===== src/hw/rtl/sfy_pkg.sv =====
// Shared constants, types and helpers for the seeded shuffle block.
package sfy_pkg;

	localparam logic [63:0] SALT   = 64'hA11CE5571CECAFEF;
	localparam logic [63:0] GOLDEN = 64'h9E3779B97F4A7C15;
	localparam logic [63:0] MIX1   = 64'hBF58476D1CE4E5B9;
	localparam logic [63:0] MIX2   = 64'h94D049BB133111EB;

	localparam int SHR1 = 30;
	localparam int SHR2 = 27;
	localparam int SHR3 = 31;

	localparam int RND_W  = 64;
	localparam int DIG_W  = 4;
	localparam int DIG_N  = RND_W / DIG_W;
	localparam int DIG_CW = $clog2(DIG_N);

	localparam int MOD_STEP  = 2;
	localparam int MOD_CNT_N = RND_W / MOD_STEP;
	localparam int MOD_CW    = $clog2(MOD_CNT_N);

	localparam int POS_W = 6;

	typedef struct packed {
		logic seed_load;
		logic start;
	} gen_ctl_t;

	function automatic logic [DIG_W-1:0] const_digit(input logic [RND_W-1:0] c,
			input logic [DIG_CW-1:0] idx);
		const_digit = c[idx*DIG_W +: DIG_W];
	endfunction

endpackage


===== src/hw/rtl/sfy_gen.sv =====
// Splitmix64 generator with digit-serial constant multiplies.
module sfy_gen (
	input  logic                    clk,
	input  logic                    arst_n,
	input  sfy_pkg::gen_ctl_t       ctl,
	input  logic [sfy_pkg::RND_W-1:0] seed,
	output logic                    done,
	output logic [sfy_pkg::RND_W-1:0] rnd
);
	import sfy_pkg::*;

	typedef enum logic [4:0] {
		G_IDLE = 5'b00001,
		G_MUL1 = 5'b00010,
		G_MIX  = 5'b00100,
		G_MUL2 = 5'b01000,
		G_FIN  = 5'b10000
	} gen_st_t;

	gen_st_t             st_q;
	logic [RND_W-1:0]    state_q;
	logic [RND_W-1:0]    mcand_q;
	logic [RND_W-1:0]    acc_q;
	logic [RND_W-1:0]    rnd_q;
	logic [DIG_CW-1:0]   cnt_q;
	logic                done_q;

	logic [RND_W-1:0]    state_add;
	logic [DIG_CW-1:0]   didx;
	logic [DIG_W-1:0]    dig;
	logic [RND_W-1:0]    prod;
	logic [RND_W-1:0]    acc_nxt;

	always_comb begin
		state_add = state_q + GOLDEN;
		didx      = DIG_CW'(DIG_N - 1) - cnt_q;
		dig       = const_digit((st_q == G_MUL1) ? MIX1 : MIX2, didx);
		prod      = '0;
		for (int b = 0; b < DIG_W; b++) begin
			if (dig[b]) begin
				prod = prod + (mcand_q << b);
			end
		end
		acc_nxt = (acc_q << DIG_W) + prod;
	end

	always_ff @(posedge clk or negedge arst_n) begin
		if (!arst_n) begin
			st_q    <= G_IDLE;
			state_q <= '0;
			cnt_q   <= '0;
			done_q  <= 1'b0;
		end else begin
			done_q <= 1'b0;
			if (ctl.seed_load) begin
				state_q <= seed ^ SALT;
			end
			unique case (st_q)
				G_IDLE: begin
					if (ctl.start) begin
						state_q <= state_add;
						cnt_q   <= '0;
						st_q    <= G_MUL1;
					end
				end
				G_MUL1: begin
					cnt_q <= cnt_q + 1'b1;
					if (cnt_q == DIG_CW'(DIG_N - 1)) begin
						st_q <= G_MIX;
					end
				end
				G_MIX: begin
					cnt_q <= '0;
					st_q  <= G_MUL2;
				end
				G_MUL2: begin
					cnt_q <= cnt_q + 1'b1;
					if (cnt_q == DIG_CW'(DIG_N - 1)) begin
						st_q <= G_FIN;
					end
				end
				G_FIN: begin
					done_q <= 1'b1;
					st_q   <= G_IDLE;
				end
				default: begin
					st_q <= G_IDLE;
				end
			endcase
		end
	end

	always_ff @(posedge clk) begin
		unique case (st_q)
			G_IDLE: begin
				mcand_q <= state_add ^ (state_add >> SHR1);
				acc_q   <= '0;
			end
			G_MUL1, G_MUL2: begin
				acc_q <= acc_nxt;
			end
			G_MIX: begin
				mcand_q <= acc_q ^ (acc_q >> SHR2);
				acc_q   <= '0;
			end
			G_FIN: begin
				rnd_q <= acc_q ^ (acc_q >> SHR3);
			end
			default: begin
				acc_q <= '0;
			end
		endcase
	end

	assign done = done_q;
	assign rnd  = rnd_q;

endmodule


===== src/hw/rtl/sfy_mod.sv =====
// Serial remainder unit, two dividend bits per cycle.
module sfy_mod #(
	parameter int DW = 7
) (
	input  logic                      clk,
	input  logic                      arst_n,
	input  logic                      start,
	input  logic [sfy_pkg::RND_W-1:0] dividend,
	input  logic [DW-1:0]             divisor,
	output logic                      done,
	output logic [DW-1:0]             rem
);
	import sfy_pkg::*;

	logic              busy_q;
	logic              done_q;
	logic [MOD_CW-1:0] cnt_q;
	logic [RND_W-1:0]  sh_q;
	logic [DW-1:0]     rem_q;
	logic [DW-1:0]     rem_nxt;

	always_comb begin
		logic [DW:0] t;
		rem_nxt = rem_q;
		for (int s = 0; s < MOD_STEP; s++) begin
			t = {rem_nxt, sh_q[RND_W-1-s]};
			if (t >= {1'b0, divisor}) begin
				t = t - {1'b0, divisor};
			end
			rem_nxt = t[DW-1:0];
		end
	end

	always_ff @(posedge clk or negedge arst_n) begin
		if (!arst_n) begin
			busy_q <= 1'b0;
			done_q <= 1'b0;
			cnt_q  <= '0;
		end else begin
			done_q <= 1'b0;
			if (start) begin
				busy_q <= 1'b1;
				cnt_q  <= '0;
			end else if (busy_q) begin
				cnt_q <= cnt_q + 1'b1;
				if (cnt_q == MOD_CW'(MOD_CNT_N - 1)) begin
					busy_q <= 1'b0;
					done_q <= 1'b1;
				end
			end
		end
	end

	always_ff @(posedge clk) begin
		if (start) begin
			sh_q  <= dividend;
			rem_q <= '0;
		end else if (busy_q) begin
			sh_q  <= sh_q << MOD_STEP;
			rem_q <= rem_nxt;
		end
	end

	assign done = done_q;
	assign rem  = rem_q;

endmodule


===== src/hw/rtl/sfy_buf.sv =====
// Item buffer: one write port, two registered read ports.
module sfy_buf #(
	parameter int DEPTH = 64,
	parameter int WIDTH = 16,
	parameter int AW    = $clog2(DEPTH)
) (
	input  logic             clk,
	input  logic             we,
	input  logic [AW-1:0]    waddr,
	input  logic [WIDTH-1:0] wdata,
	input  logic             re,
	input  logic [AW-1:0]    ra_addr,
	input  logic [AW-1:0]    rb_addr,
	output logic [WIDTH-1:0] ra_data,
	output logic [WIDTH-1:0] rb_data
);

	logic [WIDTH-1:0] mem [DEPTH];

	always_ff @(posedge clk) begin
		if (we) begin
			mem[waddr] <= wdata;
		end
		if (re) begin
			ra_data <= mem[ra_addr];
			rb_data <= mem[rb_addr];
		end
	end

endmodule


===== src/hw/rtl/seeded_fisher_yates_shuffle_top.sv =====
// Top level of the seeded shuffle block: load, shuffle and readout control.
//
//  channel | signals                                        | beat
//  --------+------------------------------------------------+----------------------------
//  cfg     | cfg_valid cfg_ready cfg_data                   | new 64-bit seed
//  in      | in_valid in_ready item_word final_item         | one list element
//  out     | out_valid out_ready shuffled_word position     | one shuffled element
//          | final_result overflowed                        |
//
//  Load: one input beat per cycle. Each shuffle swap runs the generator (two 16-digit
//  serial multiplies), then the remainder unit (32 steps of two bits), then a read and
//  two writes for the swap through the single write port of the buffer.
//  Readout: each output beat is read from the buffer, registered, then held until taken.
//  Reset clears control state and the seed; buffer contents stay undefined.
//  in_ready is low from the final beat until the last output beat is taken.
module seeded_fisher_yates_shuffle_top #(
	parameter int MAX_ITEMS  = 64,
	parameter int ITEM_WIDTH = 16
) (
	input  logic                      clk,
	input  logic                      arst_n,
	input  logic                      cfg_valid,
	output logic                      cfg_ready,
	input  logic [sfy_pkg::RND_W-1:0] cfg_data,
	input  logic                      in_valid,
	output logic                      in_ready,
	input  logic [ITEM_WIDTH-1:0]     item_word,
	input  logic                      final_item,
	output logic                      out_valid,
	input  logic                      out_ready,
	output logic [ITEM_WIDTH-1:0]     shuffled_word,
	output logic [sfy_pkg::POS_W-1:0] position,
	output logic                      final_result,
	output logic                      overflowed
);
	import sfy_pkg::*;

	localparam int AW = $clog2(MAX_ITEMS);
	localparam int CW = $clog2(MAX_ITEMS + 1);

	typedef enum logic [9:0] {
		S_LOAD  = 10'b0000000001,
		S_CHECK = 10'b0000000010,
		S_GEN   = 10'b0000000100,
		S_MOD   = 10'b0000001000,
		S_SWR   = 10'b0000010000,
		S_SW1   = 10'b0000100000,
		S_SW2   = 10'b0001000000,
		S_RD    = 10'b0010000000,
		S_RDW   = 10'b0100000000,
		S_OUT   = 10'b1000000000
	} state_t;

	state_t            st_q;
	logic [RND_W-1:0]  seed_q;
	logic [CW-1:0]     count_q;
	logic              drop_q;
	logic [CW-1:0]     i_q;
	logic [CW-1:0]     k_q;
	logic [AW-1:0]     j_q;
	logic              out_valid_q;
	logic [ITEM_WIDTH-1:0] word_q;
	logic [POS_W-1:0]  pos_q;
	logic              fin_q;
	logic              ovf_q;

	logic              in_acc;
	logic              has_room;
	logic [CW-1:0]     count_nxt;
	logic              last_k;
	gen_ctl_t          gen_ctl;
	logic              gen_done;
	logic [RND_W-1:0]  gen_rnd;
	logic              mod_start;
	logic              mod_done;
	logic [CW-1:0]     mod_rem;
	logic              buf_we;
	logic [AW-1:0]     buf_waddr;
	logic [ITEM_WIDTH-1:0] buf_wdata;
	logic              buf_re;
	logic [AW-1:0]     buf_ra;
	logic [AW-1:0]     buf_rb;
	logic [ITEM_WIDTH-1:0] ra_data;
	logic [ITEM_WIDTH-1:0] rb_data;
	logic [AW-1:0]     top_addr;

	assign cfg_ready = 1'b1;
	assign in_ready  = (st_q == S_LOAD);
	assign in_acc    = in_valid && in_ready;
	assign has_room  = (count_q < CW'(MAX_ITEMS));
	assign count_nxt = has_room ? CW'(count_q + 1'b1) : count_q;
	assign last_k    = (CW'(k_q + 1'b1) == count_q);
	assign top_addr  = AW'(i_q - 1'b1);

	assign gen_ctl.seed_load = in_acc && final_item;
	assign gen_ctl.start     = (st_q == S_CHECK) && (i_q > CW'(1));
	assign mod_start         = (st_q == S_GEN) && gen_done;

	always_comb begin
		buf_we    = 1'b0;
		buf_waddr = count_q[AW-1:0];
		buf_wdata = item_word;
		buf_re    = 1'b0;
		buf_ra    = top_addr;
		buf_rb    = j_q;
		unique case (st_q)
			S_LOAD: begin
				buf_we = in_acc && has_room;
			end
			S_SWR: begin
				buf_re = 1'b1;
			end
			S_SW1: begin
				buf_we    = 1'b1;
				buf_waddr = top_addr;
				buf_wdata = rb_data;
			end
			S_SW2: begin
				buf_we    = 1'b1;
				buf_waddr = j_q;
				buf_wdata = ra_data;
			end
			S_RD: begin
				buf_re = 1'b1;
				buf_ra = k_q[AW-1:0];
			end
			default: begin
				buf_re = 1'b0;
			end
		endcase
	end

	always_ff @(posedge clk or negedge arst_n) begin
		if (!arst_n) begin
			st_q        <= S_LOAD;
			seed_q      <= '0;
			count_q     <= '0;
			drop_q      <= 1'b0;
			i_q         <= '0;
			k_q         <= '0;
			out_valid_q <= 1'b0;
		end else begin
			if (cfg_valid && cfg_ready) begin
				seed_q <= cfg_data;
			end
			unique case (st_q)
				S_LOAD: begin
					if (in_acc) begin
						count_q <= count_nxt;
						if (!has_room) begin
							drop_q <= 1'b1;
						end
						if (final_item) begin
							i_q  <= count_nxt;
							st_q <= S_CHECK;
						end
					end
				end
				S_CHECK: begin
					if (i_q > CW'(1)) begin
						st_q <= S_GEN;
					end else begin
						k_q  <= '0;
						st_q <= S_RD;
					end
				end
				S_GEN: begin
					if (gen_done) begin
						st_q <= S_MOD;
					end
				end
				S_MOD: begin
					if (mod_done) begin
						st_q <= S_SWR;
					end
				end
				S_SWR: begin
					st_q <= S_SW1;
				end
				S_SW1: begin
					st_q <= S_SW2;
				end
				S_SW2: begin
					i_q  <= i_q - 1'b1;
					st_q <= S_CHECK;
				end
				S_RD: begin
					st_q <= S_RDW;
				end
				S_RDW: begin
					out_valid_q <= 1'b1;
					st_q        <= S_OUT;
				end
				S_OUT: begin
					if (out_ready) begin
						out_valid_q <= 1'b0;
						if (fin_q) begin
							count_q <= '0;
							drop_q  <= 1'b0;
							st_q    <= S_LOAD;
						end else begin
							k_q  <= k_q + 1'b1;
							st_q <= S_RD;
						end
					end
				end
				default: begin
					st_q <= S_LOAD;
				end
			endcase
		end
	end

	always_ff @(posedge clk) begin
		if (st_q == S_MOD && mod_done) begin
			j_q <= mod_rem[AW-1:0];
		end
		if (st_q == S_RDW) begin
			word_q <= ra_data;
			pos_q  <= POS_W'(k_q);
			fin_q  <= last_k;
			ovf_q  <= last_k && drop_q;
		end
	end

	sfy_gen u_gen (
		.clk    (clk),
		.arst_n (arst_n),
		.ctl    (gen_ctl),
		.seed   (seed_q),
		.done   (gen_done),
		.rnd    (gen_rnd)
	);

	sfy_mod #(
		.DW (CW)
	) u_mod (
		.clk      (clk),
		.arst_n   (arst_n),
		.start    (mod_start),
		.dividend (gen_rnd),
		.divisor  (i_q),
		.done     (mod_done),
		.rem      (mod_rem)
	);

	sfy_buf #(
		.DEPTH (MAX_ITEMS),
		.WIDTH (ITEM_WIDTH),
		.AW    (AW)
	) u_buf (
		.clk     (clk),
		.we      (buf_we),
		.waddr   (buf_waddr),
		.wdata   (buf_wdata),
		.re      (buf_re),
		.ra_addr (buf_ra),
		.rb_addr (buf_rb),
		.ra_data (ra_data),
		.rb_data (rb_data)
	);

	assign out_valid     = out_valid_q;
	assign shuffled_word = word_q;
	assign position      = pos_q;
	assign final_result  = fin_q;
	assign overflowed    = ovf_q;

endmodule


===== config.mk =====
export PLATFORM = sky130hd
export DESIGN_NAME = seeded_fisher_yates_shuffle_top
export DESIGN_NICKNAME = d
export VERILOG_FILES = /design/src/hw/rtl/sfy_pkg.sv /design/src/hw/rtl/sfy_gen.sv /design/src/hw/rtl/sfy_mod.sv /design/src/hw/rtl/sfy_buf.sv /design/src/hw/rtl/seeded_fisher_yates_shuffle_top.sv
export SDC_FILE = /design/constraint.sdc
export NUM_CORES = 2
export LEC_CHECK = 0
export CORE_MARGIN = 4
export CORE_UTILIZATION = 44
export CTS_CLUSTER_DIAMETER = 60
export DETAILED_ROUTE_END_ITERATION = 16
export DONT_BUFFER_PORTS = 1
export PLACE_DENSITY = 0.62
export SLEW_MARGIN = 40
export SYNTH_ARGS = -nofsm -noshare
export SYNTH_HDL_FRONTEND = slang
export SYNTH_SLANG_ARGS = --single-unit

===== constraint.sdc =====
create_clock -name clk -period 14.3 [get_ports clk]
set_clock_uncertainty 0.2 [all_clocks]
set_input_delay 0 -clock clk [delete_from_list [all_inputs] [get_ports clk]]
set_output_delay 0 -clock clk [all_outputs]
set_load 0.05 [all_outputs]

==> flow_summary.ini <==
[outcome]
status = completed

[pwr]
switching_power_w = 0.0108
p_leak_nw = 34.8
clkPwrFrac_pct = 17.9
seqPwrFrac_pct = 24.1
switching_share_pct = 44.7
p_comb_share_pct = 58.0
worst_ir_drop_vdd_mv = 0.244
p_per_area_nw_per_um2 = 249
internal-power_w = 0.0134

[clock_network]
cts_buffers = 168
cts_tree = yes
clock_latency_ns = 0.84
h-tree-depth = 4
numClockSinks = 1527
clockRootBuffer = clkbuf_16
postCtsSetupRepairBufs = 0
clk_pin_slew_ns = 0.06
cts_buffer_depth = 3

[worst_setup_path]
cp_slowest_cell = a311oi_1
crit_path_start_kind = flop
path_max_fanout = 43
cp_top_family = compound AO/OA/AOI/OAI gates
critPathMostFrequentCell = o21ai_0
crit_path_max_incr_delay_ns = 0.49
critical_path_required_ns = 14.66
crit_type = flop to flop
end_kind = flop
arrival_ns = 13.77
path_buf_inv = 3

[layout]
syn_to_final_growth_pct = 12.5
num-fill-cells = 16500
final_cell_mix = 1342 x edfxtp_1, 601 x nand2_1, 593 x mux4_2
nNetsFinal = 7049
final_util_pct = 49.9
final_common_cell = edfxtp_1
drive_gt1_share_pct = 18.9

[timing]
max_freq_mhz = 74.6
slew_headroom_pct = 37.0
setup_viol = 0
final_hold_viol_count = 0
tns_ns = 0
fin_crit_ns = 13.41
period_share_pct = 93.8
rsz0062_at_grt = false
worst_slew_pin_slew_ns = 0.942
slew_violations = 0

[hold_path]
hp-class = primary input to flop

[route]
drt_first_pass_iters = 6
wl_mm = 263
drt_iter0_drc = 7823
vias = 59800
routedWlPerCell_um = 27.9
vias_per_cell = 6.33
drc = 0
ant_nets = 0

[grt]
grt.overflow.total = 0
antenna_found_initial = 5
grt_max_degree = 177
grt_pass1_wl_mm = 385
grt_use_total_pct = 25.3
grt_pass1_vias = 57500

[floorplanning]
die_x_um = 451
ios = 113
initial_utilization_pct = 44.3
core_um2 = 195000
die_area_um2 = 204000
die_y_um = 451
num_rows = 162

[flow_run]
maxCapViolCount = 0

[yosys]
synth_area_um2 = 86500
yosysUniqueCellTypes = 105
synth_fp_nets = 6945
synth_edf_count = 1342
ys.flop_type = edfxtp_1
ys_seq_area_share_pct = 51.9
synth_area_per_cell_um2 = 13.1
synthCells = 6587
yosys_warnings = 0
async_flop_share_pct = 11.7
ys_ff_latch = 1527

[placed_design]
portBuffers = 0
place_hpwl_mm = 172
gp_congestion = 0.917
==> sequential cells by signal (all words and copies together) (netlist names), 4 cells and up <==
signal         cells
u_mod.sh_q        64
u_gen.cnt_q        4
shuffled_word     16
u_buf.mem       1024
buf_rb             6
u_buf.ra_data     16
u_gen.acc_q       64
u_mod.rem          7
position           6
u_gen.st_q         5
i_q                7
u_buf.rb_data     16
count_q            7
seed_q            64
u_gen.rnd         64
k_q                7
u_gen.state_q     64
st_q              10
u_mod.cnt_q        5
u_gen.mcand_q     64
==> final timing paths <==
path | start | to | slack, ns | cells after the start
worst max-delay path | u_gen.st_q[4] | u_gen.acc_q[63] | 0.89 | 51
worst min-delay path | in_valid | i_q[6] | 0.16 | 3
worst max register to register | u_gen.st_q[4] | u_gen.acc_q[63] | 0.89 | 51
worst min register to register | seed_q[33] | u_gen.state_q[33] | 0.25 | 1
max in group asynchronous | arst_n | seed_q[50] | 12.48 | 5
min in group asynchronous | arst_n | st_q[0] | 0.34 | 3
==> power groups by stage <==
stage	combinational (W)	clock [W]	sequential, W
final	0.0141	0.00433	0.00584
after CTS	0.0138	0.00439	0.00581
after global routing	0.0153	0.00459	0.00586
after detailed placement	0.0136	0	0.00590
after floorplan	0.0103	0	0.00558
after global placement	0.0136	0	0.00589
==> through the flow <==
stage	instances	power, W	hold slack, ns	instance area (um^2)	setup slack (ns)
final	9454	0.0242	0.158	97400	0.888
after global routing	9451	0.0257	0.152	97300	0.0491
after CTS	9441	0.0240	0.0923	97100	0.683
after detailed placement	8975	0.0195	-0.466	89900	0.684
after global placement	8968	0.0195	-0.466	89600	0.840
after floorplan	6587	0.0159	-0.496	86500	2.17
==> cell type report <==
cell class                 instances  area [um^2]  area share [%]
antenna                            3         7.51         0.00771
timing repair buffer             307         3170            3.26
tap                             2624         3280            3.37
multi-input combinational       4557        40000            41.1
clock inverter                    88          917           0.942
inverter                         130          488           0.501
clock buffer                     218         4620            4.74
sequential                      1527        44900            46.1
==> what timing repair did <==
item | CTS | global route
endpoints found under the hold margin | 1156 | 0
gates resized for setup | 0 | 9
setup endpoints to repair | 0 | 2
hold buffers | 160 | 0
==> logic make-up after synthesis <==
group                    share of synthesized area, %
adder cells (fa/ha/maj)                          3.98
other                                         0.00433
XOR/XNOR                                         4.15
buffers and inverters                            2.50
AO/OA/AOI/OAI                                    11.1
flip-flops                                       51.9
AND/OR/NAND/NOR                                  8.45
multiplexers                                     17.9
==> worst reg2reg max path: cells and delay by family, from the launching register on <==
family          cells  cell delay (ns)
compound gates     18             5.10
simple gates       19             3.54
fa+ha+maj           5             1.85
xor+xnor            4             0.90
buf+inv             3             0.68
mux                 2             0.46
flops               1             0.41
==> synthesized netlist by cell type (156+ instances only) <==
cell / count / area, um^2
a21o_1: 193 / 1450
dfrtp_1: 176 / 4400
clkbuf_1: 264 / 991
ha_1: 267 / 3340
edfxtp_1: 1342 / 40300
xor2_1: 182 / 1590
nand2_1: 620 / 2330
xnor2_1: 223 / 1950
nor2_1: 403 / 1510
o21ai_0: 299 / 1500
a211oi_1: 156 / 1170
a21oi_1: 464 / 2320
mux4_2: 593 / 13400
==> layer usage <==
metal	vias up	global-route usage (%)	wire length, um
met5	-	0	141
met4	4	7.80	8150
met3	444	5.35	27100
met2	3091	37.1	116000
met1	30300	38.0	112000
li1	25900	-	-
Note: power is estimated with default switching activity, not from simulation.
